$ cat src/rtl/pfc_pkg.sv
// ----------------------------------------------------------------------------
// pfc_pkg
// Types, register indexes and reset values shared by the PID controller
// with feedforward and integral clamp.
// ----------------------------------------------------------------------------
package pfc_pkg;

  localparam int CfgIdxW  = 3;
  localparam int CfgDataW = 32;

  typedef enum logic [CfgIdxW-1:0] {
    REG_PROP_GAIN    = 3'd0,
    REG_INT_GAIN_DT  = 3'd1,
    REG_DERIV_GAIN   = 3'd2,
    REG_FF_GAIN      = 3'd3,
    REG_ACCUM_LIMIT  = 3'd4,
    REG_OUT_LOW      = 3'd5,
    REG_OUT_HIGH     = 3'd6
  } cfg_reg_t;

  localparam logic signed [15:0] OUT_LOW_RST  = -16'sd127;
  localparam logic signed [15:0] OUT_HIGH_RST = 16'sd127;

  typedef struct packed {
    logic signed [31:0] measured;
    logic signed [31:0] setpoint;
    logic signed [31:0] feedforward_in;
  } pfc_in_t;

  typedef struct packed {
    logic signed [15:0] drive;
    logic signed [31:0] pid_sum;
  } pfc_out_t;

  typedef struct packed {
    logic signed [31:0] prop_gain;
    logic signed [31:0] int_gain_dt;
    logic signed [31:0] deriv_gain_per_dt;
    logic signed [31:0] ff_gain;
    logic        [30:0] accum_limit;
    logic signed [15:0] out_low;
    logic signed [15:0] out_high;
  } pfc_cfg_t;

  // Terms handed from the error stage to the multiplier stage.
  typedef struct packed {
    logic signed [31:0] err;
    logic signed [31:0] acc;
    logic signed [32:0] diff;
    logic signed [31:0] ff;
  } pfc_terms_t;

  // Full-precision products: Q32.32, and Q33.32 for the derivative term.
  typedef struct packed {
    logic signed [63:0] p_ff;
    logic signed [63:0] p_prop;
    logic signed [63:0] p_int;
    logic signed [64:0] p_deriv;
  } pfc_prod_t;

endpackage

$ cat src/rtl/pfc_err_stage.sv
// ----------------------------------------------------------------------------
// pfc_err_stage
// Input register, then saturated error, clamped integrator and error
// difference. The integrator and previous error update as an item moves on.
// ----------------------------------------------------------------------------
module pfc_err_stage (
  input  logic                  clk,
  input  logic                  rst_n,
  input  pfc_pkg::pfc_cfg_t     cfg,
  input  logic                  in_valid,
  output logic                  in_ready,
  input  pfc_pkg::pfc_in_t      in_data,
  output logic                  terms_valid,
  input  logic                  terms_ready,
  output pfc_pkg::pfc_terms_t   terms
);

  logic                v0_r;
  pfc_pkg::pfc_in_t    d0_r;
  logic                v1_r;
  pfc_pkg::pfc_terms_t s1_r;
  pfc_pkg::pfc_terms_t s1_nxt;
  logic signed [31:0]  accum_r;
  logic signed [31:0]  last_err_r;

  logic                s1_free;
  logic                s0_free;
  logic signed [32:0]  raw_err;
  logic signed [31:0]  err;
  logic signed [32:0]  acc_sum;
  logic signed [32:0]  lim_pos;
  logic signed [32:0]  lim_neg;
  logic signed [32:0]  acc_clamped;

  assign s1_free     = !v1_r || terms_ready;
  assign s0_free     = !v0_r || s1_free;
  assign in_ready    = s0_free;
  assign terms_valid = v1_r;
  assign terms       = s1_r;

  always_comb begin
    raw_err = $signed({d0_r.setpoint[31], d0_r.setpoint})
            - $signed({d0_r.measured[31], d0_r.measured});
    if (raw_err[32] != raw_err[31]) begin
      err = raw_err[32] ? 32'sh8000_0000 : 32'sh7fff_ffff;
    end else begin
      err = raw_err[31:0];
    end

    acc_sum = $signed({accum_r[31], accum_r}) + $signed({err[31], err});
    lim_pos = $signed({2'b00, cfg.accum_limit});
    lim_neg = -lim_pos;
    if (acc_sum > lim_pos) begin
      acc_clamped = lim_pos;
    end else if (acc_sum < lim_neg) begin
      acc_clamped = lim_neg;
    end else begin
      acc_clamped = acc_sum;
    end

    s1_nxt.err  = err;
    s1_nxt.acc  = acc_clamped[31:0];
    s1_nxt.diff = $signed({err[31], err}) - $signed({last_err_r[31], last_err_r});
    s1_nxt.ff   = d0_r.feedforward_in;
  end

  always_ff @(posedge clk) begin
    if (!rst_n) begin
      v0_r       <= 1'b0;
      v1_r       <= 1'b0;
      accum_r    <= '0;
      last_err_r <= '0;
    end else begin
      if (s0_free) begin
        v0_r <= in_valid;
      end
      if (s1_free) begin
        v1_r <= v0_r;
        if (v0_r) begin
          accum_r    <= s1_nxt.acc;
          last_err_r <= s1_nxt.err;
        end
      end
    end
  end

  always_ff @(posedge clk) begin
    if (s0_free && in_valid) begin
      d0_r <= in_data;
    end
    if (s1_free && v0_r) begin
      s1_r <= s1_nxt;
    end
  end

  // The integrator never leaves the bound once a step has been taken.
  a_accum_bounded: assert property (@(posedge clk) disable iff (!rst_n)
    (s1_free && v0_r) |=>
      (accum_r <= $signed({1'b0, cfg.accum_limit}) &&
       accum_r >= -$signed({1'b0, cfg.accum_limit})))
    else $error("integrator outside its bound after a step");

  a_last_err: assert property (@(posedge clk) disable iff (!rst_n)
    (s1_free && v0_r) |=> (last_err_r == s1_r.err && accum_r == s1_r.acc))
    else $error("controller state does not match the forwarded terms");

endmodule

$ cat config.mk
export PLATFORM = sky130hd
export DESIGN_NAME = pfc_err_stage
export DESIGN_NICKNAME = d
export VERILOG_FILES = /design/src/rtl/pfc_pkg.sv /design/src/rtl/pfc_err_stage.sv
export SDC_FILE = /design/constraint.sdc
export NUM_CORES = 1
export LEC_CHECK = 0
export ABC_CLOCK_PERIOD_IN_PS = 10280
export BUFFER_PORTS_ARGS = -buffer_cell sky130_fd_sc_hd__buf_2
export CAP_MARGIN = 20
export CORE_AREA = 2 2 236 238
export DETAILED_ROUTE_END_ITERATION = 7
export DIE_AREA = 0 0 238 240
export GPL_ROUTABILITY_DRIVEN = 0
export PLACE_DENSITY_LB_ADDON = 0.15
export SYNTH_ARGS = -nofsm -noshare
export SYNTH_HDL_FRONTEND = slang
export SYNTH_SLANG_ARGS = --single-unit
export TNS_END_PERCENT = 100
$ cat constraint.sdc
create_clock -name clk -period 10.28 [get_ports clk]
set_input_delay 2.056 -clock clk [delete_from_list [all_inputs] [get_ports clk]]
set_output_delay 2.056 -clock clk [all_outputs]
set_load 0.02 [all_outputs]
# Yosys cells after proc, flatten, opt, wreduce, memory -nomap -nowiden

Index checks and enable logic that the tools add are counted.

Register bits: 291
Word-level logic and storage cells: 29
Output and inout port bits: 131
Input port bits: 291

Eq/ne operators: 1
Reductions and logical operators: 7
Muxes and demuxes: 4
Magnitude comparators: 2
Add/subtract/negate cells: 4

Operator list:

| cell              | number |
|---|---|
| $mux 32           | 4 |
| $sub 32x32->33    | 2 |
| $add 32x32->33    | 1 |
| $gt 33x32->1      | 1 |
| $lt 33x33->1      | 1 |
| $neg 31->33       | 1 |
| $logic_and 1x1->1 | 2 |
| $logic_not 1->1   | 2 |
| $logic_or 1x1->1  | 2 |
| $reduce_and 2->1  | 1 |
| $ne 1x1->1        | 1 |

# Logic depth before layout (Yosys ltp)

Depth in word-level cells: 7
Mapped depth: 37
Depth with buffers taken out: 31

# Worst setup path before layout

Ideal clock, no wire load.

Path type: reg-to-reg
Start point: reg d0_r[44] (netlist bit)
End point: reg s1_r, in the netlist terms[82], data pin
Cell stages (with the launch flop): 30
Buffers on the path: 4
Required time: 10020 ps
Setup time: 260 ps
Clock period less this slack: 7523 ps
Arrival time: 7264 ps
Slack: 2757 ps
Cell sequence: edfxtp_1 -> ha_1 -> and3_1 -> a221oi_1 -> nand2b_1 -> o221ai_1 -> o2111ai_1 -> a211oi_1 -> or4_1 -> clkbuf_1 -> nand2_1 -> clkbuf_1 -> a21oi_1 -> ha_1 -> clkbuf_1 -> a21oi_1 -> o21ai_0 -> a211oi_1 -> nand3_1 -> a41oi_1 -> xnor2_1 -> ha_1 -> nand2_1 -> nor4_1 -> nand4_1 -> nor4_1 -> nor3_1 -> o31ai_1 -> clkbuf_1 -> mux2_2

Word-level cells in the longest chain between the ends: 7
Elaborated cells on any way between the ends: 9
Those cells by class: add/sub (2); order compare (2); eq/ne (1); mux (4)

RTL lines:

| item                                  | line                                     | source |
|---|---|---|
| from (decl)                           | pfc_err_stage.sv:19                      | `pfc_pkg::pfc_in_t d0_r;` |
| from (signal assigned)                | pfc_err_stage.sv:89                      | `d0_r <= in_data;` |
| $sub 32x32->33 *                      | pfc_err_stage.sv:43                      | `- $signed({d0_r.measured[31], d0_r.measured});` |
| $mux 32 or $ne 1x1->1 (tied branches) | pfc_err_stage.sv:45, pfc_err_stage.sv:44 |  |
| $mux 32 *                             | pfc_err_stage.sv:44                      | `if (raw_err[32] != raw_err[31]) begin` |
| net err[15]                           | pfc_err_stage.sv:29                      | `logic signed [31:0] err;` |
| $add 32x32->33 *                      | pfc_err_stage.sv:50                      | `acc_sum = $signed({accum_r[31], accum_r}) + $signed({err[31], err});` |
| $lt 33x33->1                          | pfc_err_stage.sv:55                      | `end else if (acc_sum < lim_neg) begin` |
| $mux 32                               | pfc_err_stage.sv:55                      |  |
| $mux 32 *                             | pfc_err_stage.sv:53                      | `if (acc_sum > lim_pos) begin` |
| net acc_clamped[17]                   | pfc_err_stage.sv:33                      | `logic signed [32:0] acc_clamped;` |
| to (signal assigned)                  | pfc_err_stage.sv:92                      | `s1_r <= s1_nxt;` |
| to (decl)                             | pfc_err_stage.sv:21                      | `pfc_pkg::pfc_terms_t s1_r;` |

The timed path passes the listed nets; every way through them passes the cells marked *.
A chain may end at the register's enable or synchronous reset.

# Final worst setup path

Start point: reg d0_r[44] (netlist bit)
End point: reg accum_r[4]

Word-level cells in the longest chain between the ends: 7
Elaborated cells on any way between the ends: 9
Those cells by class: add/sub (2); order compare (2); eq/ne (1); mux (4)

RTL lines:

| item                                  | line                                     | source |
|---|---|---|
| $sub 32x32->33 *                      | pfc_err_stage.sv:43                      |  |
| $mux 32 or $ne 1x1->1 (tied branches) | pfc_err_stage.sv:45, pfc_err_stage.sv:44 |  |
| $mux 32 *                             | pfc_err_stage.sv:44                      |  |
| net err[9]                            | pfc_err_stage.sv:29                      |  |
| $add 32x32->33 *                      | pfc_err_stage.sv:50                      |  |
| $lt 33x33->1                          | pfc_err_stage.sv:55                      |  |
| $mux 32                               | pfc_err_stage.sv:55                      |  |
| $mux 32 *                             | pfc_err_stage.sv:53                      |  |
| to (signal assigned)                  | pfc_err_stage.sv:80                      | `accum_r <= s1_nxt.acc;` |
| to (decl)                             | pfc_err_stage.sv:23                      | `logic signed [31:0] accum_r;` |

Marked as above.

==> out/summary.txt <==
top_reg_cell synth -> edfxtp_1
combinational share of power -> 0.524
Post-CTS Setup Bufs -> 0
Routed WL -> 52,900 µm
sequential-to-total area share from yosys stat -> 0.451
fin cells -> 2,863
Slew @ Worst Pin -> 0.951 ns
CTS root buf -> clkbuf_16
worst min path class -> flip-flop to flip-flop
Min Clock Period, post-route -> 8.86 ns
Ports -> 422
vias in the first global route -> 14,518
Vias -> 14,699
DIE WIDTH -> 238 µm
sequential share of power -> 0.266
global-route wire length before repair -> 80,800 µm
slowest stage delay, CP -> 0.58 ns
Yosys reg bits -> 291
count of cell types in the netlist -> 78
CP max stage cell -> a21oi_1
PostCTS Resize Cnt -> 0
H-tree Lvls -> 2
clk_skew -> 0.0271 ns
Lkg Pwr -> 9.17 nW
Clock Latency Late Sink -> 0.58 ns
Detail Route Antenna Nets -> 0
GRT Residual Overflow -> 0
antenna cell count -> 0
Max Clock Freq -> 0.113 GHz
final hold viol count -> 0
num rows -> 86
synthesis-to-finish area growth -> 21.6%
status -> completed
largest net degree at the start of global routing -> 81
post-DR wirelength/cell -> 18.5 µm
Avg Cell Area, Syn -> 9.93 µm²
Worst EP required -> 10.75 ns
commonest non-fill, non-tap cells in the layout -> 261 x buf_2, 225 x edfxtp_1, 158 x ha_1
Die ar. -> 57,100 µm²
Max Buffers Root-to-Sink -> 3
total track usage -> 0.182
CTS Buf Count -> 36
Mapped Nets -> 2,256
post-place setup slack -> 1.47 ns
CP endpoint kind -> flip-flop
clock sink count -> 291
IO buf count -> 261
Max VDD drop -> 0.000146 V
internal power -> 3.54 mW
commonest non-fill, non-tap cell in the layout -> buf_2
Setup WS post-layout -> 1.42 ns
Worst Path Arrival -> 9.33 ns
Post-synth EDFFs -> 225
post-detail-place hpwl -> 40,600 µm
final slew viol count -> 0
Mapped Cells -> 1,804
PD cells -> 276 nW/µm²
Synth async-reset ratio -> 0
Final Net Count -> 2,583
number of max-cap violations -> 0
remaining routing DRC violations -> 0
via-per-instance ratio -> 5.13
NetSw -> 2.46 mW
core area -> 54,700 µm²
setup TNS -> 0 ns
Pre-Repair DR Iteration Count -> 5
starting DRC count in detailed routing -> 951
initial antenna violation count -> 0
placed instance count -> 2,796
Starting Density -> 0.328
Switching Fraction -> 0.410
Final setup viols -> 0
crit-path most repeated cell -> buf_4
Clk pwr share -> 0.210
CTS tree -> built
Relative slew margins -> 0.349
RSZ-0062 raised after global routing -> no
startpoint types -> flip-flop
Die Span Y -> 240 µm
cts hold-fix bufs -> 0
Synth Warn # -> 0
critical path peak fanout -> 30
Netlist Area Pre-Place -> 17,900 µm²
Crit Path Category -> flip-flop to flip-flop
clock-pin transition on the worst setup and hold timing paths -> 0.06 ns
Post-DP Area -> 20,600 µm²
Final Cell Area -> 21,800 µm²
share of layout cells above drive strength 1 -> 0.204
fin crit share -> 0.862
[power groups by stage]
stage | Combinational, mW | Clock [mW] | Sequential, mW
after floorplan | 1.90 | 0 | 1.72
after global placement | 3.09 | 0 | 1.62
after detailed placement | 3.11 | 0 | 1.62
after CTS | 3.13 | 1.30 | 1.60
after global routing | 3.47 | 1.34 | 1.61
final | 3.15 | 1.26 | 1.60
[registers in the layout (all words and copies together) (netlist names)]
signal	cells
accum_r	32
last_err_r	32
terms	129
terms_valid	1
v0_r	1
d0_r	96
[synthesized netlist by cell type (12+ instances only)]
| master | count | area (µm²) |
|---|---|---|
| o31ai_1 | 18 | 135 |
| nor3_1 | 34 | 170 |
| ha_1 | 158 | 1980 |
| and3_1 | 16 | 100 |
| o21bai_1 | 12 | 90.1 |
| nand2_1 | 140 | 526 |
| clkbuf_1 | 52 | 195 |
| edfxtp_1 | 225 | 6760 |
| a211oi_1 | 26 | 195 |
| o21ai_0 | 85 | 425 |
| and2_1 | 32 | 200 |
| nor2b_1 | 15 | 93.8 |
| a31oi_1 | 28 | 175 |
| nand3_1 | 77 | 385 |
| inv_1 | 135 | 507 |
| o21a_1 | 15 | 113 |
| xnor2_1 | 78 | 683 |
| a21o_1 | 71 | 533 |
| a22oi_1 | 24 | 180 |
| nand2b_1 | 15 | 93.8 |
| nand4_1 | 36 | 225 |
| dfxtp_1 | 66 | 1320 |
| nor2_1 | 103 | 387 |
| xor2_1 | 23 | 201 |
| nor4_1 | 12 | 75.1 |
| a21oi_1 | 136 | 681 |
[routing by layer]
layer / global-route usage / part of all wire / vias to the layer above
met5: 0 / 0 / -
met4: 0.0678 / 0.032 / 0
met3: 0.0420 / 0.065 / 84
met2: 0.296 / 0.45 / 389
met1: 0.237 / 0.45 / 6833
li1: - / - / 7393
[area by class of cell]
| class | count | area, µm² |
|---|---|---|
| well taps | 704 | 881 |
| repair buffers | 354 | 2050 |
| fillers | 5448 | 32900 |
| clock buffers | 42 | 933 |
| inverters | 136 | 515 |
| clock inverters | 24 | 245 |
| flip-flops and latches | 291 | 8080 |
| multi-input cells | 1312 | 9080 |
[path summary, 6_finish.rpt]
path                                    startpoint                      end  slack (ns)  depth (start not counted)
worst max-delay path            d0_r[44]$_DFFE_PP_  accum_r[4]$_SDFFE_PN0P_        1.42                         34
worst min-delay path            d0_r[17]$_DFFE_PP_      terms[17]$_DFFE_PP_        0.41                          0
worst max register to register  d0_r[44]$_DFFE_PP_  accum_r[4]$_SDFFE_PN0P_        1.42                         34
worst min register to register  d0_r[17]$_DFFE_PP_      terms[17]$_DFFE_PP_        0.41                          0
[cell families after synthesis]
logic type,count (synthesis),synth area share
buffers and inverters,201,0.0436
flip-flops,291,0.451
AO/OA/AOI/OAI,512,0.188
AND/OR/NAND/NOR,523,0.146
multiplexers,14,0.00831
adder cells (fa/ha/maj),162,0.114
XOR/XNOR,101,0.0494
[critical path: cells and delay by family, from the launching register on]
kind / cells / cell delay, ns
simple gates: 11 / 2.00
flops: 1 / 0.37
mux: 1 / 0.37
compound gates: 12 / 3.47
buf+inv: 7 / 1.46
fa+ha+maj: 3 / 1.05
[stage by stage]
| stage | power, mW | util | hold WS [ns] |
|---|---|---|---|
| floorplan | 3.62 | - | 0.400 |
| global placement | 4.70 | 0.377 | 0.401 |
| detailed placement | 4.73 | 0.377 | 0.405 |
| CTS | 6.03 | 0.398 | 0.415 |
| global route | 6.43 | 0.398 | 0.424 |
| finish | 6.00 | 0.398 | 0.414 |
No activity file was read; power rests on OpenSTA's default activity.
