<file path="src/rtl/pfc_pkg.sv">
// ----------------------------------------------------------------------------
// pfc_pkg
// Types, register indexes and reset values shared by the PID controller
// with feedforward and integral clamp.
// ----------------------------------------------------------------------------
package pfc_pkg;

  localparam int CfgIdxW  = 3;
  localparam int CfgDataW = 32;

  typedef enum logic [CfgIdxW-1:0] {
    REG_PROP_GAIN    = 3'd0,
    REG_INT_GAIN_DT  = 3'd1,
    REG_DERIV_GAIN   = 3'd2,
    REG_FF_GAIN      = 3'd3,
    REG_ACCUM_LIMIT  = 3'd4,
    REG_OUT_LOW      = 3'd5,
    REG_OUT_HIGH     = 3'd6
  } cfg_reg_t;

  localparam logic signed [15:0] OUT_LOW_RST  = -16'sd127;
  localparam logic signed [15:0] OUT_HIGH_RST = 16'sd127;

  typedef struct packed {
    logic signed [31:0] measured;
    logic signed [31:0] setpoint;
    logic signed [31:0] feedforward_in;
  } pfc_in_t;

  typedef struct packed {
    logic signed [15:0] drive;
    logic signed [31:0] pid_sum;
  } pfc_out_t;

  typedef struct packed {
    logic signed [31:0] prop_gain;
    logic signed [31:0] int_gain_dt;
    logic signed [31:0] deriv_gain_per_dt;
    logic signed [31:0] ff_gain;
    logic        [30:0] accum_limit;
    logic signed [15:0] out_low;
    logic signed [15:0] out_high;
  } pfc_cfg_t;

  // Terms handed from the error stage to the multiplier stage.
  typedef struct packed {
    logic signed [31:0] err;
    logic signed [31:0] acc;
    logic signed [32:0] diff;
    logic signed [31:0] ff;
  } pfc_terms_t;

  // Full-precision products: Q32.32, and Q33.32 for the derivative term.
  typedef struct packed {
    logic signed [63:0] p_ff;
    logic signed [63:0] p_prop;
    logic signed [63:0] p_int;
    logic signed [64:0] p_deriv;
  } pfc_prod_t;

endpackage

</file>
<file path="src/rtl/pfc_sum_stage.sv">
// ----------------------------------------------------------------------------
// pfc_sum_stage
// Exact sum of the products, floor to Q16.16 and to integer, saturation,
// drive clamp and the result register.
// ----------------------------------------------------------------------------
module pfc_sum_stage (
  input  logic                  clk,
  input  logic                  rst_n,
  input  pfc_pkg::pfc_cfg_t     cfg,
  input  logic                  prod_valid,
  output logic                  prod_ready,
  input  pfc_pkg::pfc_prod_t    prod,
  output logic                  out_valid,
  input  logic                  out_ready,
  output pfc_pkg::pfc_out_t     out_data
);

  logic               v3_r;
  pfc_pkg::pfc_out_t  out_r;
  pfc_pkg::pfc_out_t  out_nxt;
  logic               s3_free;
  logic signed [66:0] total;
  logic signed [50:0] q16;
  logic signed [34:0] drv;
  logic signed [34:0] hi_ext;
  logic signed [34:0] lo_ext;

  assign s3_free    = !v3_r || out_ready;
  assign prod_ready = s3_free;
  assign out_valid  = v3_r;
  assign out_data   = out_r;

  always_comb begin
    total = $signed({{3{prod.p_ff[63]}}, prod.p_ff})
          + $signed({{3{prod.p_prop[63]}}, prod.p_prop})
          + $signed({{3{prod.p_int[63]}}, prod.p_int})
          + $signed({{2{prod.p_deriv[64]}}, prod.p_deriv});
    // Dropping low bits of a two's complement value floors it.
    q16    = total[66:16];
    drv    = total[66:32];
    hi_ext = $signed({{19{cfg.out_high[15]}}, cfg.out_high});
    lo_ext = $signed({{19{cfg.out_low[15]}}, cfg.out_low});

    // The high test comes first so an inverted range still resolves.
    if (drv > hi_ext) begin
      out_nxt.drive = cfg.out_high;
    end else if (drv < lo_ext) begin
      out_nxt.drive = cfg.out_low;
    end else begin
      out_nxt.drive = drv[15:0];
    end

    if (q16[50:31] != {20{q16[50]}}) begin
      out_nxt.pid_sum = q16[50] ? 32'sh8000_0000 : 32'sh7fff_ffff;
    end else begin
      out_nxt.pid_sum = q16[31:0];
    end
  end

  always_ff @(posedge clk) begin
    if (!rst_n) begin
      v3_r <= 1'b0;
    end else if (s3_free) begin
      v3_r <= prod_valid;
    end
  end

  always_ff @(posedge clk) begin
    if (s3_free && prod_valid) begin
      out_r <= out_nxt;
    end
  end

  a_drive_in_range: assert property (@(posedge clk) disable iff (!rst_n)
    (v3_r && cfg.out_low <= cfg.out_high) |->
      (out_r.drive >= cfg.out_low && out_r.drive <= cfg.out_high))
    else $error("drive outside the configured range");

endmodule

</file>
<file path="config.mk">
export PLATFORM = sky130hd
export DESIGN_NAME = pfc_sum_stage
export DESIGN_NICKNAME = d
export VERILOG_FILES = /design/src/rtl/pfc_pkg.sv /design/src/rtl/pfc_sum_stage.sv
export SDC_FILE = /design/constraint.sdc
export NUM_CORES = 1
export LEC_CHECK = 0
export ABC_AREA = 1
export CORE_AREA = 3 3 195 197
export CTS_CLUSTER_DIAMETER = 30
export CTS_CLUSTER_SIZE = 14
export DETAILED_ROUTE_END_ITERATION = 16
export DIE_AREA = 0 0 198 200
export DONT_BUFFER_PORTS = 1
export PLACE_DENSITY = 0.63
export SYNTH_ARGS = -nofsm -noshare
export SYNTH_HDL_FRONTEND = slang
export SYNTH_SLANG_ARGS = --single-unit
</file>
<file path="constraint.sdc">
create_clock -name clk -period 4.6 [get_ports clk]
set_clock_uncertainty 0.05 [all_clocks]
set_input_delay 0.46 -clock clk [delete_from_list [all_inputs] [get_ports clk]]
set_output_delay 0.46 -clock clk [all_outputs]
set_load 0.01 [all_outputs]
</file>
# Word-level counts from Yosys, hierarchy flattened
# Index checks and enable logic that the tools add are counted.
op_classes:
  reduce_logical: 3
  mux: 4
  addsub: 3
  n_bitwise: 0
  n_mul: 0
  order_cmp: 2
  shifts: 0
  eq_ne: 1
  div_mod_pow: 0
op_table:
  columns: ["operator", "count"]
  rows:
  - ["adder 66 x 65 -> 67 bit", 1]
  - ["adder 65 x 64 -> 66 bit", 1]
  - ["adder 64 x 64 -> 65 bit", 1]
  - ["two-way mux 32 bit", 2]
  - ["> comparator 35 x 16 -> 1 bit", 1]
  - ["less-than comparator 35 x 16 -> 1 bit", 1]
  - ["two-way mux 16 bit", 2]
  - ["inequality test 19 bit", 1]
  - ["logical AND 1 bit", 1]
  - ["zero test 1 bit", 1]
  - ["logical OR 1 bit", 1]
word_totals:
  ramBits: 0
  n_memories: 0
  output_inout_bits: 50
  regBits: 49
  romBits: 0
  elab_cells: 16
  latch_bits: 0

# Longest topological paths before layout
# Gate-level depths: netlist (run 1).
logic_depth:
  ltp_word: 6
  depth_mapped: 34
  mapped_depth_nobuf: 33

# Least setup slack after synthesis (run 1)
# Ideal clock, no wire load.
synth_path:
  path_kind: "input to register"
  from: "input port prod[20] (netlist bit)"
  to: "register out_r, in the netlist out_data[37] (data pin)"
  stages: 25
  n_path_buf: 1
  setup_slack_ns: -0.383
  arrival_ns: 4.801
  setup_time_ns: 0.132
  path_cell_list: "inv_1 > fa_1 > fa_1 > inv_1 > ha_1 > nand2_2 > inv_1 > nand2_1 > nand2_1 > a21oi_1 > nand3_1 > a31o_2 > xnor2_1 > inv_1 > ha_1 > a21oi_1 > o21a_1 > o221ai_1 > and2_1 > o21ai_0 > nand3_1 > xor2_1 > clkbuf_1 > nand3_1 > nand2_1"
synth_lines:
  columns: ["element", "line_no", "text"]
  rows:
  - ["start, declared", "pfc_sum_stage.sv:12", "input pfc_pkg::pfc_prod_t prod,"]
  - ["end signal, assigned", "pfc_sum_stage.sv:70", "out_r <= out_nxt;"]
  - ["end, declared", "pfc_sum_stage.sv:19", "pfc_pkg::pfc_out_t out_r;"]

==> impl_metrics.toml, run 1 <==
[run_status]
status = "finished with violations"
violations = "negative setup slack"

[drt]
met3WireLength_mm = 3.05
route.vias.total = 14900
met1_length_mm = 25.0
wl_met2_mm = 25.0
drt-initial-drc-count = 802
drc = 0
drt-total-wl_mm = 54.5
wl_per_cell_um = 17.9
drt-pass1-iter-count = 5
top_layer_used = "met5"
postRouteAntennaNets = 0
via_per_inst = 4.89

[grt]
grt-ovfl-total = 0
antenna_found_initial = 2
track_usage_pct = 25.6
grt_pass1_vias = 14500
grt_max_degree = 49
grt_first_pass_wirelength_mm = 78.4

[logic_synthesis]
ys_seq_area_share_pct = 10.6
syn_inst = 2163
synth_seq_cells = 49
avgSynthCellArea_um2 = 6.37
syn_area_um2 = 13800
yosysWarningCount = 0
syn_nets = 2878
yosysUniqueCellTypes = 44

[clock_tree]
clkTransAtPathRegs_ns = 0.06
clkLatencyLatePin_ns = 0.29
clockBufferDepth = 2
cts_tree = "built"
clock-sinks = 49
cts_hold_buf = 0
cts_buffers = 5
htree_levels = 2
cts_root_buffer = "clkbuf_16"

[die]
start_util_pct = 37.8
die_w_um = 198
design.core.area_um2 = 36400
die_area_um2 = 39600
io_pins = 502
fp-row-count = 70
die_h_um = 200

[placed_design]
gp_congestion = 0.970
post-place-ws_ns = -1.02
port_buffers = 0
dp_hpwl_mm = 46.4

[timing]
worst_slew_pin_slew_ns = 1.23
final.period_utilization_pct = 109
period_minus_slack_ns = 5.02
tns_ns = -6.38
hold_viol = 0
fin_ws_ns = -0.423
max_freq_ghz = 0.199
finalSetupViolations = 16
rsz0062_at_grt = "true"
slew_violations = 0
relSlewSlack_pct = 17.9

[critical_path]
worstSetupPathType = "input port to flip-flop"
cp_slowest_stage_delay_ns = 0.60
startpoint_type = "input port"
rr_worst_depth = 2
end_kind = "flip-flop"
cp.required_ns = 4.60
critPathSlowestCell = "fa_2"
crit_top_cell = "nand2_2"
cp.arrival_ns = 5.02
path_max_fanout = 4

[run]
maxCapViolations = 0

[cells_and_area]
area_growth_pct = 51.9
drive_above_1_share_pct = 39.4
n_antenna_cell = 0
post-route-util_pct = 57.5
nets = 3290

[power]
power_uw = 13600
ir_drop_mv = 0.306
p_leak_uw = 0.0110
p_per_area_nw_per_um2 = 651

[min_path]
hp-class = "input port to flip-flop"
hold_depth = 1
## report_power, final
group	switching [uW]	internal, uW
Combinational	6640	5630
Clock	159	219
Sequential	172	824
Total	6970	6670
## timing repair
| item | 4_1_cts | 5_1_grt |
|---|---|---|
| setup endpoints to repair | 16 | 47 |
| gates cloned | 3 | 10 |
| pin swaps | 74 | 146 |
| resized for setup | 203 | 327 |
| setup buffers | 29 | 33 |
## per-stage QoR
step           instances  hold WS (ns)  instance area (um^2)
5_1_grt             3044         0.282                 20900
4_1_cts             3006         0.273                 19100
6_report            3044         0.271                 20900
3_3_place_gp        2966         0.569                 17800
3_5_place_dp        2966         0.579                 17800
2_1_floorplan       2163         0.545                 14700
## layout by cell type, fill, tap and decap left out, types with 13 or more instances in the layout
cell	count
a21oi_1	48
a21oi_2	37
buf_4	380
buf_6	23
clkbuf_16	13
edfxtp_1	48
fa_1	125
ha_1	55
ha_4	75
inv_1	514
inv_2	67
nand2_1	505
nand2_2	135
nand2_4	49
nand3_1	74
nand3_2	50
nand4_1	58
nor2_1	59
nor2_2	43
nor2_4	34
o21ai_0	13
xor2_1	18
## Yosys cell counts (all sizes together)
master / instances / area share [%]
fa: 130 / 19
a31oi: 1 / 0.045
ha: 133 / 12
dfxtp: 1 / 0.15
a31o: 10 / 0.64
o21bai: 10 / 0.54
clkbuf: 3 / 0.082
nand3b: 1 / 0.054
a211oi: 2 / 0.11
a221oi: 1 / 0.064
nor4: 5 / 0.27
nor3: 22 / 1.1
and3: 8 / 0.36
o221ai: 3 / 0.19
a21o: 3 / 0.16
nand3: 130 / 4.9
buf: 15 / 0.81
inv: 593 / 16
edfxtp: 48 / 10
o21ai: 18 / 0.65
a21boi: 1 / 0.054
and2: 5 / 0.23
o211ai: 1 / 0.054
nor2: 136 / 4.2
o311ai: 1 / 0.064
nand2: 693 / 19
o21a: 5 / 0.27
o2111ai: 1 / 0.064
a21oi: 92 / 3.3
xnor2: 12 / 0.76
xor2: 20 / 1.3
o221a: 1 / 0.082
nand4: 58 / 2.6
## path summary, 6_finish.rpt
| path | to | startpoint | slack, ns |
|---|---|---|---|
| setup reg to reg | out_data[34] | out_valid | 3.15 |
| setup / recovery | out_data[37] | prod[76] | -0.42 |
| hold reg to reg | out_valid | out_valid | 0.63 |
| hold / removal | out_valid | rst_n | 0.27 |
## layer usage
| layer | track usage, % | up-vias |
|---|---|---|
| met2 | 42.8 | 486 |
| met4 | 5.45 | 4 |
| met5 | 0 | - |
| met1 | 36.3 | 6919 |
| met3 | 2.32 | 79 |
| li1 | - | 7405 |
## cell type report
cell class / instances / area, um^2
fill: 3405 / 15500
inverter: 593 / 2270
sequential: 49 / 1460
clock buffer: 6 / 139
clock inverter: 2 / 17.5
tap: 468 / 586
timing repair buffer: 422 / 3530
multi-input combinational: 1504 / 12900
## worst max-delay path: cells and delay by family
kind / cells / cell delay (ns)
buffers and inverters: 7 / 0.63
adder cells (fa/ha/maj): 4 / 1.63
AND/OR/NAND/NOR: 22 / 2.27
## logic make-up after synthesis
logic type | synth area share (%)
xor+xnor | 2.03
simple gates | 33.1
fa+ha+maj | 30.9
compound gates | 6.33
buf+inv | 17.0
flops | 10.6
## registers in the layout, summed over array words and instances (netlist names)
register,cells
out_data,48
out_valid,1
No activity file was read; power rests on OpenSTA's default activity.
==> inputs of run 2 (changes only) <==
- MAX_ROUTING_LAYER: not set -> met4
==> impl_metrics.toml, run 2 (synthesized netlist as in run 1, its figures left out) <==
[run_status]
violations = "negative setup slack"
status = "finished with violations"

[timing]
relSlewSlack_pct = 32.4
tns_ns = -11.96
fin_ws_ns = -0.458
slew_violations = 0
max_freq_ghz = 0.198
final.period_utilization_pct = 110
period_minus_slack_ns = 5.06
finalSetupViolations = 47
worst_slew_pin_slew_ns = 1.01
rsz0062_at_grt = "true"
holdWs_ns = 0.268
hold_viol = 0

[drt]
wl_per_cell_um = 17.6
drt-pass1-iter-count = 5
drc = 0
drt-initial-drc-count = 621
via_per_inst = 4.83
route.vias.total = 14700
postRouteAntennaNets = 0
drt-total-wl_mm = 53.4

[grt]
antenna_found_initial = 0
grt_first_pass_wirelength_mm = 80.1
track_usage_pct = 26.9
grt-ovfl-total = 0
grt_max_degree = 49
grt_pass1_vias = 14500

[die]
die_area_um2 = 39600
die_w_um = 198
start_util_pct = 37.8
io_pins = 502
design.core.area_um2 = 36400
fp-row-count = 70
die_h_um = 200

[cells_and_area]
nets = 3283
area_growth_pct = 45.2
nFillCells = 3542
register_area_um2 = 1460
mostFrequentLayoutCell = "nand2_1"
layout_common_cells = "nand2_1 (545), inv_1 (538), buf_4 (390), fa_1 (127), nand2_2 (115)"
n_antenna_cell = 0
final_cells = 3037
multiInputGateArea_um2 = 12200
drive_above_1_share_pct = 33.9
largest_reg_flops = 48

[clock_tree]
htree_levels = 2
cts_tree = "built"
cts_hold_buf = 0
clock-sinks = 49
clkTransAtPathRegs_ns = 0.07
clkLatencyLatePin_ns = 0.29
cts_buffers = 5
cts_root_buffer = "clkbuf_16"
clockBufferDepth = 2

[critical_path]
rr_worst_depth = 2
worstSetupPathType = "input port to flip-flop"
end_kind = "flip-flop"
critPathLaunch = "prod[172]"
startpoint_type = "input port"
critPathSlowestCell = "fa_1"
path_max_fanout = 8
cp_slowest_stage_delay_ns = 0.51
cp.required_ns = 4.59
path_delay_family = "adder cells"
cp_num_buf_inv = 9
cp.arrival_ns = 5.05
rrSetupSlack_ns = 3.14
r2r_end = "out_data[40]"
crit_top_cell = "nand2_1"
rr_startpoint = "out_valid"

[min_path]
hold_depth = 1
hold_path_end = "out_valid"
hp-class = "input port to flip-flop"
worstHoldStart = "rst_n"

[power]
p_per_area_nw_per_um2 = 627
p_leak_uw = 0.0108
ir_drop_mv = 0.270
power_uw = 12500

[placed_design]
gp_congestion = 0.963
dp_cells = 2962
dp_hpwl_mm = 47.5
post-place-ws_ns = -1.36
port_buffers = 0

[run]
maxCapViolations = 0
-- run 2: cell types whose count changed in the layout (fill, tap and decap cells not counted), sizes merged --
cell	change
buf	-5
inv	+5
clkbuf	-3
clkinvlp	-4
-- run 2: area by class of cell --
| class | count | share of cell area (%) |
|---|---|---|
| well taps | 468 | 2.93 |
| clock inverters | 3 | 0.144 |
| repair buffers | 415 | 16.9 |
| clock buffers | 5 | 0.625 |
| multi-input cells | 1504 | 60.8 |
| flip-flops and latches | 49 | 7.30 |
| inverters | 593 | 11.3 |
-- run 2: where the power goes --
| group | switching, uW | internal, uW | leakage, uW |
|---|---|---|---|
| clock | 160 | 208 | 0.0000763 |
| combinational | 6120 | 5070 | 0.0102 |
| sequential | 165 | 823 | 0.000478 |
| total | 6450 | 6100 | 0.0108 |
-- run 2: timing repair --
item | in CTS | in global routing
buffers inserted | 42 | 17
gates resized for setup | 229 | 111
pin swaps | 97 | 85
cloned | 2 | 6
endpoints found under the setup margin | 16 | 47
-- run 2: through the flow --
step,utilization [%],area (um^2)
global placement,48.9,17800
detailed placement,48.9,17800
global route,54.9,20000
CTS,53.0,19300
floorplan,-,14700
finish,54.9,20000
-- run 2: metal layers --
layer / global-route usage (%) / wire length [um] / vias up
li1: - / - / 7394
met1: 37.3 / 25200 / 6778
met2: 43.9 / 24400 / 457
met3: 2.06 / 2700 / 49
met4: 4.95 / 1090 / 0
met5: - / 0 / -
-- run 2: how the worst max path moves through the flow --
stage	depth (start not counted)	endpoint
3_5_place_dp	29	out_data[47]
4_1_cts	28	out_data[47]
5_1_grt	30	out_data[40]
2_1_floorplan	27	out_data[37]
6_report	33	out_data[47]
3_3_place_gp	29	out_data[33]
==> inputs of run 3 (changes only) <==
- CAP_MARGIN: not set -> 20
- SKIP_LAST_GASP: not set -> 1
==> impl_metrics.toml, run 3 (synthesized netlist as in run 1, its figures left out) <==
[die]
start_util_pct = 37.8
die_w_um = 198
die_area_um2 = 39600
io_pins = 502
fp-row-count = 70
design.core.area_um2 = 36400
die_h_um = 200

[grt]
antenna_found_initial = 0
grt_pass1_vias = 14400
grt_max_degree = 49
grt_first_pass_wirelength_mm = 80.0
track_usage_pct = 26.9
grt-ovfl-total = 0

[timing]
finalSetupViolations = 45
holdWs_ns = 0.269
slew_violations = 0
worst_slew_pin_slew_ns = 1.14
final.period_utilization_pct = 110
tns_ns = -8.52
fin_ws_ns = -0.480
rsz0062_at_grt = "true"
hold_viol = 0
relSlewSlack_pct = 23.7
period_minus_slack_ns = 5.08
max_freq_ghz = 0.197

[drt]
drt-total-wl_mm = 54.4
postRouteAntennaNets = 0
drc = 0
route.vias.total = 14900
drt-initial-drc-count = 665
via_per_inst = 4.86
wl_per_cell_um = 17.8
drt-pass1-iter-count = 5

[placed_design]
gp_congestion = 0.963
port_buffers = 0
post-place-ws_ns = -1.36
dp_hpwl_mm = 47.5

[critical_path]
path_max_fanout = 8
worstSetupPathType = "input port to flip-flop"
cp_slowest_stage_delay_ns = 0.56
critPathLaunch = "prod[20]"
cp_num_buf_inv = 6
end_kind = "flip-flop"
rr_startpoint = "out_valid"
critPathSlowestCell = "fa_1"
startpoint_type = "input port"
path_delay_family = "adder cells"
cp.required_ns = 4.59
cp.arrival_ns = 5.07

[clock_tree]
clkLatencyLatePin_ns = 0.29
clock-sinks = 49
cts_buffers = 5
cts_root_buffer = "clkbuf_16"
htree_levels = 2
cts_tree = "built"
cts_hold_buf = 0
clkTransAtPathRegs_ns = 0.07
clockBufferDepth = 2

[run_status]
status = "finished with violations"
violations = "negative setup slack"

[cells_and_area]
area_growth_pct = 50.5
layout_common_cells = "inv_1 (525), nand2_1 (506), buf_4 (408), nand2_2 (141), fa_1 (126)"
nFillCells = 3467
mostFrequentLayoutCell = "inv_1"
n_antenna_cell = 0
nets = 3305
drive_above_1_share_pct = 38.0
post-route-util_pct = 56.9
largest_reg_flops = 48

[min_path]
worstHoldStart = "rst_n"
hp-class = "input port to flip-flop"

[power]
p_leak_uw = 0.0110
p_per_area_nw_per_um2 = 643
power_uw = 13400
ir_drop_mv = 0.326

[run]
maxCapViolations = 0
[run 3: cell count changes in the layout (fill, tap and decap cells not counted), sizes merged]
cell	before	now
buf	409	431
clkinvlp	3	6
inv	592	589
[run 3: final timing paths]
check        slack, ns  cells after the start      endpoint
max              -0.48                     29  out_data[47]
min               0.27                      1     out_valid
max reg2reg       3.15                      2  out_data[40]
min reg2reg       0.63                      2     out_valid
[run 3: cell type report]
cell class / count / area, um^2 / share of cell area (%)
clock inverter: 3 / 28.8 / 0.139
sequential: 49 / 1460 / 7.04
timing repair buffer: 437 / 3590 / 17.3
tap: 468 / 586 / 2.82
inverter: 593 / 2270 / 11.0
multi-input combinational: 1504 / 12700 / 61.1
clock buffer: 5 / 125 / 0.603
[run 3: power by group]
part	total, uW	internal (uW)	switching, uW
Combinational	12000	5480	6510
Clock	367	208	159
Sequential	988	823	165
Total	13400	6510	6840
[run 3: metal layers]
metal	global-route usage [%]	vias to the layer above	part of all wire, %
li1	-	7441	-
met1	37.3	6907	47
met2	43.8	466	46
met3	2.08	58	4.9
met4	4.98	0	2.2
met5	-	-	0
[run 3: timing repair]
item | 4_1_cts | 5_1_grt
gates resized for setup | 216 | 259
hold endpoints to repair | 0 | 0
pin swaps | 87 | 128
endpoints found under the setup margin | 16 | 47
buffers inserted | 42 | 39
cloned | 2 | 7
[run 3: per-stage QoR]
stage | cell area, um^2 | cells
2_1_floorplan | 14700 | 2163
3_3_place_gp | 17800 | 2962
3_5_place_dp | 17800 | 2962
4_1_cts | 19300 | 3014
5_1_grt | 20700 | 3059
6_report | 20700 | 3059
