--- src/rtl/pfc_pkg.sv ---
// ----------------------------------------------------------------------------
// pfc_pkg
// Types, register indexes and reset values shared by the PID controller
// with feedforward and integral clamp.
// ----------------------------------------------------------------------------
package pfc_pkg;

  localparam int CfgIdxW  = 3;
  localparam int CfgDataW = 32;

  typedef enum logic [CfgIdxW-1:0] {
    REG_PROP_GAIN    = 3'd0,
    REG_INT_GAIN_DT  = 3'd1,
    REG_DERIV_GAIN   = 3'd2,
    REG_FF_GAIN      = 3'd3,
    REG_ACCUM_LIMIT  = 3'd4,
    REG_OUT_LOW      = 3'd5,
    REG_OUT_HIGH     = 3'd6
  } cfg_reg_t;

  localparam logic signed [15:0] OUT_LOW_RST  = -16'sd127;
  localparam logic signed [15:0] OUT_HIGH_RST = 16'sd127;

  typedef struct packed {
    logic signed [31:0] measured;
    logic signed [31:0] setpoint;
    logic signed [31:0] feedforward_in;
  } pfc_in_t;

  typedef struct packed {
    logic signed [15:0] drive;
    logic signed [31:0] pid_sum;
  } pfc_out_t;

  typedef struct packed {
    logic signed [31:0] prop_gain;
    logic signed [31:0] int_gain_dt;
    logic signed [31:0] deriv_gain_per_dt;
    logic signed [31:0] ff_gain;
    logic        [30:0] accum_limit;
    logic signed [15:0] out_low;
    logic signed [15:0] out_high;
  } pfc_cfg_t;

  // Terms handed from the error stage to the multiplier stage.
  typedef struct packed {
    logic signed [31:0] err;
    logic signed [31:0] acc;
    logic signed [32:0] diff;
    logic signed [31:0] ff;
  } pfc_terms_t;

  // Full-precision products: Q32.32, and Q33.32 for the derivative term.
  typedef struct packed {
    logic signed [63:0] p_ff;
    logic signed [63:0] p_prop;
    logic signed [63:0] p_int;
    logic signed [64:0] p_deriv;
  } pfc_prod_t;

endpackage

--- src/rtl/pfc_cfg_regs.sv ---
// ----------------------------------------------------------------------------
// pfc_cfg_regs
// Configuration register file: gains, accumulator bound and drive range.
// ----------------------------------------------------------------------------
module pfc_cfg_regs (
  input  logic                          clk,
  input  logic                          rst_n,
  input  logic                          cfg_valid,
  output logic                          cfg_ready,
  input  logic [pfc_pkg::CfgIdxW-1:0]   cfg_index,
  input  logic [pfc_pkg::CfgDataW-1:0]  cfg_data,
  output pfc_pkg::pfc_cfg_t             cfg
);

  pfc_pkg::pfc_cfg_t cfg_r;

  assign cfg_ready = 1'b1;
  assign cfg       = cfg_r;

  always_ff @(posedge clk) begin
    if (!rst_n) begin
      cfg_r.prop_gain         <= '0;
      cfg_r.int_gain_dt       <= '0;
      cfg_r.deriv_gain_per_dt <= '0;
      cfg_r.ff_gain           <= '0;
      cfg_r.accum_limit       <= '0;
      cfg_r.out_low           <= pfc_pkg::OUT_LOW_RST;
      cfg_r.out_high          <= pfc_pkg::OUT_HIGH_RST;
    end else if (cfg_valid) begin
      case (cfg_index)
        pfc_pkg::REG_PROP_GAIN:   cfg_r.prop_gain         <= $signed(cfg_data);
        pfc_pkg::REG_INT_GAIN_DT: cfg_r.int_gain_dt       <= $signed(cfg_data);
        pfc_pkg::REG_DERIV_GAIN:  cfg_r.deriv_gain_per_dt <= $signed(cfg_data);
        pfc_pkg::REG_FF_GAIN:     cfg_r.ff_gain           <= $signed(cfg_data);
        pfc_pkg::REG_ACCUM_LIMIT: cfg_r.accum_limit       <= cfg_data[30:0];
        pfc_pkg::REG_OUT_LOW:     cfg_r.out_low           <= $signed(cfg_data[15:0]);
        pfc_pkg::REG_OUT_HIGH:    cfg_r.out_high          <= $signed(cfg_data[15:0]);
        default: ;
      endcase
    end
  end

endmodule

--- config.mk ---
export PLATFORM = sky130hd
export DESIGN_NAME = pfc_cfg_regs
export DESIGN_NICKNAME = d
export VERILOG_FILES = /design/src/rtl/pfc_pkg.sv /design/src/rtl/pfc_cfg_regs.sv
export SDC_FILE = /design/constraint.sdc
export NUM_CORES = 1
export LEC_CHECK = 0
export BUFFER_PORTS_ARGS = -buffer_cell sky130_fd_sc_hd__buf_2
export CORE_ASPECT_RATIO = 0.5
export CORE_MARGIN = 2
export CORE_UTILIZATION = 46
export CTS_CLUSTER_DIAMETER = 40
export CTS_CLUSTER_SIZE = 10
export DETAILED_ROUTE_END_ITERATION = 6
export PLACE_DENSITY_LB_ADDON = 0.05
export SLEW_MARGIN = 20
export SYNTH_ARGS = -nofsm -noshare
export SYNTH_HDL_FRONTEND = slang
export SYNTH_SLANG_ARGS = --single-unit
--- constraint.sdc ---
create_clock -name clk -period 1.1 [get_ports clk]
set_input_delay 0.055 -clock clk [delete_from_list [all_inputs] [get_ports clk]]
set_output_delay 0.055 -clock clk [all_outputs]
set_load 0.05 [all_outputs]
---- Word-level counts from Yosys, hierarchy flattened ----
Index checks and enable logic that the tools add are counted.
cells by class
  eq/ne operators ......................... 6
  reductions and logical operators ........ 8
operators by type and width
  operator                                                               number
  2-bit AND reduction                                                    7
  3-bit equality test, second input constant                             3
  3-bit by 2-bit equality test with 1-bit output, second input constant  2
  3-bit by 1-bit equality test with 1-bit output, second input constant  1
  3-bit logical NOT                                                      1
storage, ports and cells
  register bits after elaboration ......... 191
  input bits .............................. 38
  output and inout port bits .............. 192
  word-level logic and storage cells ...... 21

---- Longest topological paths before layout ----
Gate-level depths: netlist (run 1).
  depth in word-level cells ............... 2
  depth in mapped cells ................... 5
  depth with buffers taken out ............ 2

---- Worst setup path after synthesis (run 1) ----
OpenSTA, ideal clock, no wires.
  path kind ............................... input port to flip-flop
  start point ............................. input cfg_index[1] (netlist name)
  end point ............................... register cfg_r (netlist bit cfg[160])
  library setup time ...................... 72 ps
  arrival time ............................ 1012 ps
  data required time ...................... 1028 ps
  setup slack ............................. 17 ps
  cell stages on the path ................. 4
  buffers on the path ..................... 2
  cells stage by stage .................... buf_2 -> nor4b_4 -> buf_6 -> mux2i_1
between the ends
  longest elaborated chain between the ends .. 2
ends and longest elaborated chain
  element                               RTL line            source
  from (decl)                           pfc_cfg_regs.sv:10  input logic [pfc_pkg::CfgIdxW-1:0] cfg_index,
  3-bit logical NOT                     pfc_cfg_regs.sv:30  case (cfg_index)
  2-bit AND reduction (no source line)  -
  to (decl)                             pfc_cfg_regs.sv:15  pfc_pkg::pfc_cfg_t cfg_r;
No other way between the ends.
A chain may end at the register's enable or synchronous reset.

---- Final worst setup path (run 1) ----
  start point ............................. register cfg_r (netlist bit cfg[42])
  end point ............................... output cfg[42] (netlist name)
RTL lines
  element    RTL line            source
  to (decl)  pfc_cfg_regs.sv:12  output pfc_pkg::pfc_cfg_t cfg
No word-level cell between the ends.

==> summary.md, run 1 <==
| Metric | Value |
|---|---|
| Cell Area, Synth | 7120 µm² |
| Status | complete, no violations |
| CP max FO | 2 |
| Pin count of the biggest net entering global routing | 39 |
| Max FFs per register | 191 |
| DRC | 0 |
| Worst Path Required | 1.04 ns |
| Yosys Warn Count | 0 |
| Worst hold path class | in2reg |
| Later-pin clock latency in the skew report | 0.42 ns |
| Clk root buf | clkbuf_16 |
| #FFs+latches synth | 191 |
| # fillers | 1284 |
| PD cells | 1510 nW/µm² |
| GPL Wtd Cong | 0.774 |
| Core Area | 15300 µm² |
| Fmax | 937 MHz |
| Max VDD drop | 1.19 mV |
| Initial Util | 0.467 |
| Pre-CTS setup slack | -0.0699 ns |
| Hold depth | 3 |
| H-Tree Depth | 4 |
| Die width | 180 µm |
| Final Hold Fails | 0 |
| First-pass GRT wire length | 30100 µm |
| Post-route ant nets | 0 |
| CP max-delay cell | dfxtp_1 |
| All-layer global routing usage | 0.234 |
| Initial antenna violation count | 0 |
| Area Growth Syn to Fin | 40.7% |
| Crit. End Element | primary output |
| Clock Path Buffers | 2 |
| Cell family with most CP delay | flip-flops |
| Vias in the first global route | 5494 |
| Row cnt | 32 |
| Routed WL per cell | 16.4 µm |
| Setup slack after layout | 0.0327 ns |
| HP Start | cfg_data[19] |
| DR pass1 iterations | 4 |
| Metal2 WL | 8460 µm |
| Placed inst area | 8750 µm² |
| Max Slew Vio Count | 0 |
| Post-CTS setup buffers | 0 |
| Worst path cell trace | buf_2 |
| Detail Placement HPWL | 13200 µm |
| Metal-1 WL | 9000 µm |
| Syn Nets | 719 |
| Syn Inst Count | 681 |
| Port Buffer Count | 228 |
| Yosys cell types | 15 |
| Fin area | 10000 µm² |
| Arrival time at the worst endpoint | 1.01 ns |
| Seq/Total Area, Yosys | 0.537 |
| Worst Setup Start Kind | flop |
| Vias | 5613 |
| Clock Skews | 0 ns |
| Path depth of the worst reg2reg path | 2 |
| Max-cap viol count | 0 |
| Vias per Instance | 4.86 |
| Crit Path Class | reg2out |
| R2R Path Start | cfg[3]$_SDFFE_PN1P_ |
| # setup viols final | 0 |
| Num CTS Buffers | 17 |
| Total Neg Setup Slack | 0 ns |
| Metal3 WL | 1300 µm |
| Final period utilization | 0.970 |
| Routed WL | 19000 µm |
| Worst path bufs/invs | 1 |
| Static leakage | 4.81 nW |
| Layout cells sized above 1 | 0.320 |
| Final nets | 978 |
| CTS tree | done |
| 1st-iter DRT viols | 224 |
| Max incr delay on CP | 0.33 ns |
| Ant. Diodes | 0 |
| Die H | 92.0 µm |
| Worst setup path start | cfg[42]$_SDFFE_PN0P_ |
| Total grt overflow | 0 |
| Die area | 16600 µm² |
| Minimum clock period | 1.07 ns |
| Avg Synthesized Cell Area | 10.5 µm² |
| # clock sinks | 191 |
| Stages on the worst setup path | 1 |
| Top Layer Used | met4 |
| I/O pin count | 230 |
| CTS clk-pin slew, worst paths | 0.07 ns |
==> final cells by class <==
class                   instances  area (µm²)  share of cell area
multi-input cells             439        3020               0.302
flip-flops and latches        191        3820               0.382
clock buffers                  19         453              0.0452
repair buffers                291        2330               0.233
clock inverters                12         134              0.0134
well taps                     204         255              0.0255
==> synthesized netlist by cell type, drive strengths merged <==
cell,n,area (µm²)
nand2,206,773
mux2i,191,1910
nor2b,33,206
buf,31,230
dfxtp,191,3820
and4bb,1,12.5
nand4bb,2,22.5
nor4b,1,23.8
nand4b,2,17.5
and4b,2,20.0
clkbuf,20,75.1
conb,1,3.75
==> final timing paths <==
check                                to  slack, ns
setup reg to reg    cfg[3]$_SDFFE_PN1P_       0.46
hold reg to reg   cfg[135]$_SDFFE_PN0P_       0.46
setup / recovery                cfg[42]       0.03
hold / removal     cfg[82]$_SDFFE_PN0P_      0.008
==> placed cells by master, fill, tap and decap left out <==
cell type      instances
nand2_1              206
mux2i_1              191
dfxtp_1              191
buf_4                147
clkbuf_4              68
buf_2                 39
nor2b_1               33
dlygate4sd3_1         21
clkbuf_16             17
buf_12                15
clkinv_2               3
clkinv_4               3
nand4bb_4              2
nand4b_1               2
and4b_1                2
inv_6                  2
clkinvlp_4             2
clkbuf_8               2
bufinv_16              2
nor4b_4                1
and4bb_2               1
conb_1                 1
buf_6                  1
==> worst reg2reg max path, delay by kind of cell (launching register included) <==
kind / cells / cell delay (ns)
flops: 1 / 0.32
simple gates: 1 / 0.13
mux: 1 / 0.08
==> per-layer routing <==
metal | up-vias | track usage
li1 | 2764 | -
met1 | 2681 | 0.307
met2 | 150 | 0.370
met3 | 18 | 0.0830
met4 | 0 | 0.0583
met5 | - | 0
==> cell families after synthesis <==
kind of cell           Yosys count  synth area share
other                            1          0.000527
flip-flops                     191             0.537
AND/OR/NAND/NOR                247             0.151
buffers and inverters           51            0.0429
multiplexers                   191             0.268
==> what timing repair did <==
| action | CTS | global route |
|---|---|---|
| resized for setup | 108 | 92 |
| endpoints found under the setup margin | 108 | 80 |
| hold endpoints to repair | 39 | 0 |
| pin swaps | 0 | 0 |
| hold buffers | 21 | 0 |
==> through the flow <==
| stage | util | total power [mW] | instances | hold WS, ns |
|---|---|---|---|---|
| finish | 0.657 | 15.1 | 1156 | 0.00849 |
| global route | 0.657 | 15.6 | 1156 | 0.0221 |
| CTS | 0.644 | 15.2 | 1156 | 0.00574 |
| detailed placement | 0.574 | 8.87 | 1104 | 0.338 |
| global placement | 0.574 | 8.85 | 1104 | 0.326 |
| floorplan | - | 8.35 | 681 | 0.221 |
==> where the power goes <==
group | total, mW | internal (mW) | switching, mW
clock network | 6.24 | 3.47 | 2.76
logic | 1.70 | 0.598 | 1.10
registers | 7.15 | 7.07 | 0.0819
No activity file was read; power rests on OpenSTA's default activity.
==> run 2: changes to the inputs <==
--- a/config.mk
+++ b/config.mk
@@ -5,6 +5,7 @@
 export SDC_FILE = /design/constraint.sdc
 export NUM_CORES = 1
 export LEC_CHECK = 0
+export ABC_AREA = 1
 export BUFFER_PORTS_ARGS = -buffer_cell sky130_fd_sc_hd__buf_2
 export CORE_ASPECT_RATIO = 0.5
 export CORE_MARGIN = 2
==> run 2 against run 1 <==
  * Setup slack worse by 0.0048 ns
  * Sequential share of layout area down 0.84 points
  * Routed wire length up 21%
  * Via count up 33%
  * Synthesized area up 4.8%
  * Cell count up 30%
  * Clock-buffer cell count down 1
  * Total power up 6.8%
  * Non-clock buffer count down 15
  * Highest routed layer is now met5
==> summary.md, run 2 <==
| Metric | Value |
|---|---|
| Post-route ant nets | 0 (unchanged) |
| Pin count of the biggest net entering global routing | 50 (+28%) |
| Post-CTS setup buffers | 0 (unchanged) |
| CP max FO | 2 (unchanged) |
| Setup slack after layout | 0.0278 ns (-0.00482 ns) |
| All-layer global routing usage | 0.269 (+0.0347) |
| Reg2Reg Setup Slack | 0.48 ns (+0.02 ns) |
| Die width | 184 µm (+2.3%) |
| I/O pin count | 230 (unchanged) |
| PD cells | 1570 nW/µm² (+4.4%) |
| Max-cap viol count | 0 (unchanged) |
| Max Slew Vio Count | 0 (unchanged) |
| Num CTS Buffers | 17 (unchanged) |
| CTS tree | done |
| Area Growth Syn to Fin | 37.3% |
| Crit. End Element | primary output |
| Final period utilization | 0.975 (+0.00438) |
| Clock Skews | 0 ns (unchanged) |
| Worst hold path class | in2reg |
| Commonest cells after routing, fill and taps aside | nor2_1, nand2_1, nand3_1, dfxtp_1, buf_4 |
| First-pass GRT wire length | 35900 µm (+19%) |
| Worst Setup Start Kind | flop |
| Commonest non-fill, non-tap cell in the layout | nor2_1 |
| Syn Nets | 1109 (+54%) |
| Worst path bufs/invs | 1 (unchanged) |
| Yosys Warn Count | 0 (unchanged) |
| Fmax | 933 MHz (-0.45%) |
| # setup viols final | 0 (unchanged) |
| Main flop type after synthesis | dfxtp_1 |
| Die H | 94.1 µm (+2.3%) |
| Detail Placement HPWL | 15600 µm (+19%) |
| Vias | 7446 (+33%) |
| Routed WL per cell | 15.3 µm (-6.9%) |
| Count leader, synth | nor2_1 |
| 1st-iter DRT viols | 513 (+130%) |
| CTS clk-pin slew, worst paths | 0.08 ns (about the same) |
| Yosys cell types | 13 (-2) |
| Worst Path Required | 1.04 ns (about the same) |
| Routed WL | 23000 µm (+21%) |
| Later-pin clock latency in the skew report | 0.42 ns (about the same) |
| Cell family with most CP delay | flip-flops |
| Min Hold Slack | 0.0119 ns (+0.00346 ns) |
| Crit Path Class | reg2out |
| Port Buffer Count | 228 (unchanged) |
| Status | complete, no violations |
| Vias per Instance | 4.94 (+1.7%) |
| Number of synthesized flops with an enable pin | 0 (unchanged) |
| Initial antenna violation count | 1 (+1) |
| Seq/Total Area, Yosys | 0.512 (-0.0247) |
| #FFs+latches synth | 191 (unchanged) |
| Clock Path Buffers | 2 (unchanged) |
| Avg Synthesized Cell Area | 6.97 µm² (-33%) |
| Pre-CTS setup slack | -0.00982 ns (+0.0600 ns) |
| # clock sinks | 191 (unchanged) |
| Worst path cell trace | buf_4 |
| Area contributors post-synth | dfxtp_1, nor2_1, nand3_1 |
| Ant. Diodes | 0 (unchanged) |
| Total Neg Setup Slack | 0 ns (unchanged) |
| Vias in the first global route | 7003 (+27%) |
| Syn Inst Count | 1071 (+57%) |
| GPL Wtd Cong | 0.868 (+12%) |
| Final Hold Fails | 0 (unchanged) |
| Cell Area, Synth | 7460 µm² (+4.8%) |
| Max VDD drop | 1.18 mV (-1.2%) |
| Stages on the worst setup path | 1 (unchanged) |
| DR pass1 iterations | 5 (+1) |
| Post-synth top area share | 0.512 (-0.0247) |
| Final nets | 1329 (+36%) |
| DRC | 0 (unchanged) |
| Dominant cell type by area after synthesis | dfxtp_1 |
| Async S/R FF share, synth | 0 (unchanged) |
| Initial Util | 0.478 (+0.0112) |
| Fin area | 10200 µm² (+2.3%) |
| Arrival time at the worst endpoint | 1.02 ns (about the same) |
| Static leakage | 4.82 nW (+0.18%) |
| H-Tree Depth | 4 (unchanged) |
| Core Area | 15600 µm² (+2.4%) |
| Hold depth | 5 (+2) |
| Row cnt | 32 (unchanged) |
| Layout cells sized above 1 | 0.235 (-0.0857) |
| Post-synth top cells | nor2_1, nand2_1, dfxtp_1, nand3_1, buf_2 |
| Die area | 17300 µm² (+4.7%) |
| Placed inst area | 9000 µm² (+2.8%) |
| Max FFs per register | 191 (unchanged) |
| Max incr delay on CP | 0.37 ns (+0.04 ns) |
| Final Power | 16.1 mW (+6.8%) |
| Total grt overflow | 0 (unchanged) |
| CP max-delay cell | dfxtp_1 |
| Minimum clock period | 1.07 ns (+0.00482 ns) |
| Clk root buf | clkbuf_16 |
| Path depth of the worst reg2reg path | 2 (unchanged) |
-- run 2: stage by stage --
stage,cells,utilization
6_report,1508,0.656
5_1_grt,1508,0.656
4_1_cts,1508,0.640
3_5_place_dp,1459,0.576
3_3_place_gp,1459,0.576
2_1_floorplan,1071,-
-- run 2: worst paths after layout --
| check | startpoint | endpoint |
|---|---|---|
| max reg2reg | cfg[187]$_SDFFE_PN0P_ | cfg[187]$_SDFFE_PN0P_ |
| min | cfg_data[31] | cfg[190]$_SDFFE_PN0P_ |
| max | cfg[1]$_SDFFE_PN1P_ | cfg[1] |
| min reg2reg | cfg[24]$_SDFFE_PN1P_ | cfg[24]$_SDFFE_PN1P_ |
-- run 2: power breakdown --
part | internal, mW | switching (mW)
Clock | 3.28 | 2.92
Sequential | 7.15 | 0.144
Combinational | 0.788 | 1.83
-- run 2: cells by family (layout without fill, tap and decap cells) --
logic type,Yosys count,after routing,synth area share
other,1,1,0.000502
and+or+nand+nor,766,766,0.421
buffers and inverters,113,346,0.0666
DFF,191,191,0.512
-- run 2: layout make-up --
| type | instances | area [µm²] |
|---|---|---|
| multi-input cells | 767 | 3170 |
| well taps | 204 | 255 |
| fillers | 1433 | 5370 |
| clock inverters | 14 | 153 |
| clock buffers | 18 | 439 |
| inverters | 38 | 143 |
| flip-flops and latches | 191 | 3820 |
| repair buffers | 276 | 2260 |
-- run 2: timing repair --
item	in CTS	in global routing
setup endpoints to repair	90	101
hold endpoints to repair	26	0
pin swaps	0	0
resized for setup	91	112
hold buffers	17	0
-- run 2: worst reg2reg max path, cell delays in order, from the launching register on --
cell and delay, ns:
dfxtp_1 0.39, nor2_1 0.07, nor2_1 0.10
-- run 2: per-layer routing --
metal / global-route usage / wire (µm) / vias to the layer above
li1: - / - / 3769
met1: 0.338 / 10100 / 3400
met2: 0.470 / 11000 / 256
met3: 0.0694 / 1790 / 19
met4: 0.0540 / 189 / 2
met5: 0 / 14 / -
==> run 3: changes to the inputs <==
--- a/config.mk
+++ b/config.mk
@@ -9,7 +9,8 @@
 export BUFFER_PORTS_ARGS = -buffer_cell sky130_fd_sc_hd__buf_2
 export CORE_ASPECT_RATIO = 0.5
 export CORE_MARGIN = 2
-export CORE_UTILIZATION = 46
+export CORE_UTILIZATION = 48
+export CTS_BUF_LIST = sky130_fd_sc_hd__clkbuf_8
 export CTS_CLUSTER_DIAMETER = 40
 export CTS_CLUSTER_SIZE = 10
 export DETAILED_ROUTE_END_ITERATION = 6
==> run 3 against run 2 <==
  * Final area increased by 6.5%
  * Combinational power increased by 7.6%
  * Sequential power increased by 0.8%
  * Critical path type unchanged
==> summary.md, run 3 (same netlist as run 2, synthesis figures left out) <==
| Metric | Value |
|---|---|
| Status | complete, no violations |
| DR pass1 iterations | 5 (unchanged) |
| Clock power frac | 0.323 (-0.062) |
| Commonest cells after routing, fill and taps aside | nor2_1, nand2_1, nand3_1, buf_6, dfxtp_1 |
| # setup viols final | 0 (unchanged) |
| DRC | 0 (unchanged) |
| Layout cells sized above 1 | 0.305 (+0.0702) |
| Max Slew Vio Count | 0 (unchanged) |
| Routed WL per cell | 15.8 µm (+3.7%) |
| P_int | 10.4 mW (-7.5%) |
| All-layer global routing usage | 0.281 (+0.0121) |
| Pin count of the biggest net entering global routing | 58 (+16%) |
| Ant. Diodes | 0 (unchanged) |
| Port Buffer Count | 228 (unchanged) |
| Clock Path Buffers | 2 (unchanged) |
| Worst hold path class | in2reg |
| PD cells | 1380 nW/µm² (-12%) |
| Reg2Reg Setup Slack | 0.45 ns (-0.03 ns) |
| Crit. End Element | primary output |
| Max-cap viol count | 0 (unchanged) |
| Pre-CTS setup slack | -0.0119 ns (-0.00212 ns) |
| Minimum clock period | 1.08 ns (+0.00944 ns) |
| Detail Placement HPWL | 15400 µm (-1.7%) |
| Commonest non-fill, non-tap cell in the layout | nor2_1 |
| Initial antenna violation count | 0 (-1) |
| R2R Path Start | cfg[62]$_SDFFE_PN0P_ |
| Clk root buf | clkbuf_8 |
| Final nets | 1337 (+0.60%) |
| Crit Path Class | reg2out |
| Worst Setup Start Kind | flop |
| Later-pin clock latency in the skew report | 0.47 ns (+0.05 ns) |
| Placed inst area | 9050 µm² (+0.53%) |
| Arrival time at the worst endpoint | 1.03 ns (about the same) |
| Final period utilization | 0.983 (+0.00858) |
| Max VDD drop | 1.16 mV (-1.3%) |
| # fillers | 1244 (-13%) |
| I/O pin count | 230 (unchanged) |
| Routed WL | 24000 µm (+4.2%) |
| Combinational share of power | 0.188 (+0.025) |
| Psw | 4.65 mW (-5.0%) |
| Initial Util | 0.488 (+0.0100) |
| # clock sinks | 191 (unchanged) |
| Seq pwr share | 0.490 (+0.037) |
| CP max FO | 2 (unchanged) |
| First-pass GRT wire length | 36700 µm (+2.3%) |
| 1st-iter DRT viols | 677 (+32%) |
| Cell family with most CP delay | flip-flops |
| CTS clk-pin slew, worst paths | 0.10 ns (+0.02 ns) |
| Worst path bufs/invs | 1 (unchanged) |
| Die area | 16600 µm² (-4.0%) |
| Worst path cell trace | buf_4 |
| Row cnt | 32 (unchanged) |
| Post-route ant nets | 0 (unchanged) |
| Fmax | 925 MHz (-0.87%) |
| Sw frac | 0.309 (+0.00566) |
| Max FFs per register | 191 (unchanged) |
| Min Hold Slack | 0.0101 ns (-0.00186 ns) |
| GPL Wtd Cong | 0.809 (-6.8%) |
| Setup slack after layout | 0.0184 ns (-0.00944 ns) |
| Vias in the first global route | 6959 (-0.63%) |
| CTS tree | done |
| HP Start | cfg_data[20] |
| Vias | 7674 (+3.1%) |
| Die width | 180 µm (-2.1%) |
| CP max-delay cell | dfxtp_1 |
| Area Growth Syn to Fin | 46.3% |
| Worst setup path start | cfg[62]$_SDFFE_PN0P_ |
| Vias per Instance | 5.06 (+2.5%) |
| Final Power | 15.0 mW (-6.8%) |
| Fin area | 10900 µm² (+6.5%) |
| Core Area | 15300 µm² (-2.1%) |
| Die H | 92.2 µm (-2.0%) |
| Final Hold Fails | 0 (unchanged) |
| Worst Path Required | 1.04 ns (about the same) |
| Clock Skews | 0 ns (unchanged) |
| Static leakage | 5.00 nW (+3.8%) |
| Max incr delay on CP | 0.36 ns (about the same) |
| H-Tree Depth | 4 (unchanged) |
| Total grt overflow | 0 (unchanged) |
| Num CTS Buffers | 17 (unchanged) |
==> run 3: changes by cell type in the layout (fill, tap and decap cells not counted), moves of 2 or more <==
cell / delta
buf_12: +2
buf_2: -7
buf_4: -73
buf_6: +163
bufinv_16: +2
clkbuf_16: -17
clkbuf_4: -83
clkbuf_8: +16
clkinv_4: -3
dfxtp_1: -94
dfxtp_2: +93
dlygate4sd3_1: +5
inv_1: +3
inv_8: -3
==> run 3: worst paths after layout <==
check                          endpoint  depth (start not counted)
setup / recovery                cfg[62]                          1
hold / removal    cfg[115]$_SDFFE_PN0P_                          5
setup reg to reg   cfg[62]$_SDFFE_PN0P_                          2
hold reg to reg    cfg[24]$_SDFFE_PN1P_                          2
==> run 3: per-stage QoR <==
step | TNS, ns | instances | utilization
floorplan | 0 | 1071 | -
global placement | 0 | 1462 | 0.592
global route | -0.0659 | 1516 | 0.714
CTS | 0 | 1516 | 0.683
finish | 0 | 1516 | 0.714
detailed placement | -0.0187 | 1462 | 0.592
==> run 3: power groups by stage <==
stage / clock (mW) / sequential, mW / combinational [mW]
3_3_place_gp: 0 / 7.43 / 2.44
4_1_cts: 4.89 / 7.31 / 2.72
5_1_grt: 5.15 / 7.39 / 3.00
3_5_place_dp: 0 / 7.44 / 2.46
2_1_floorplan: 0 / 8.27 / 0.884
6_report: 4.84 / 7.36 / 2.82
==> run 3: area by class of cell <==
class	instances	area, µm²	area share
sequential	191	3950	0.361
multi-input combinational	767	3170	0.291
timing repair buffer	284	3000	0.275
tap	204	255	0.0234
clock buffer	17	234	0.0214
clock inverter	15	169	0.0155
inverter	38	143	0.0131
==> run 3: timing repair <==
action | in CTS | in global routing
pin swaps | 0 | 0
gates resized for setup | 276 | 183
buffers inserted | 0 | 0
cloned | 0 | 0
hold buffers | 22 | 0
setup endpoints to repair | 191 | 148
hold endpoints to repair | 52 | 0
==> run 3: metal layers <==
| metal | track usage | vias to the layer above | part of all wire |
|---|---|---|---|
| met5 | 0 | - | 0 |
| met4 | 0.0820 | 0 | 0.018 |
| met3 | 0.0878 | 35 | 0.091 |
| met2 | 0.467 | 309 | 0.48 |
| met1 | 0.353 | 3558 | 0.42 |
| li1 | - | 3772 | - |
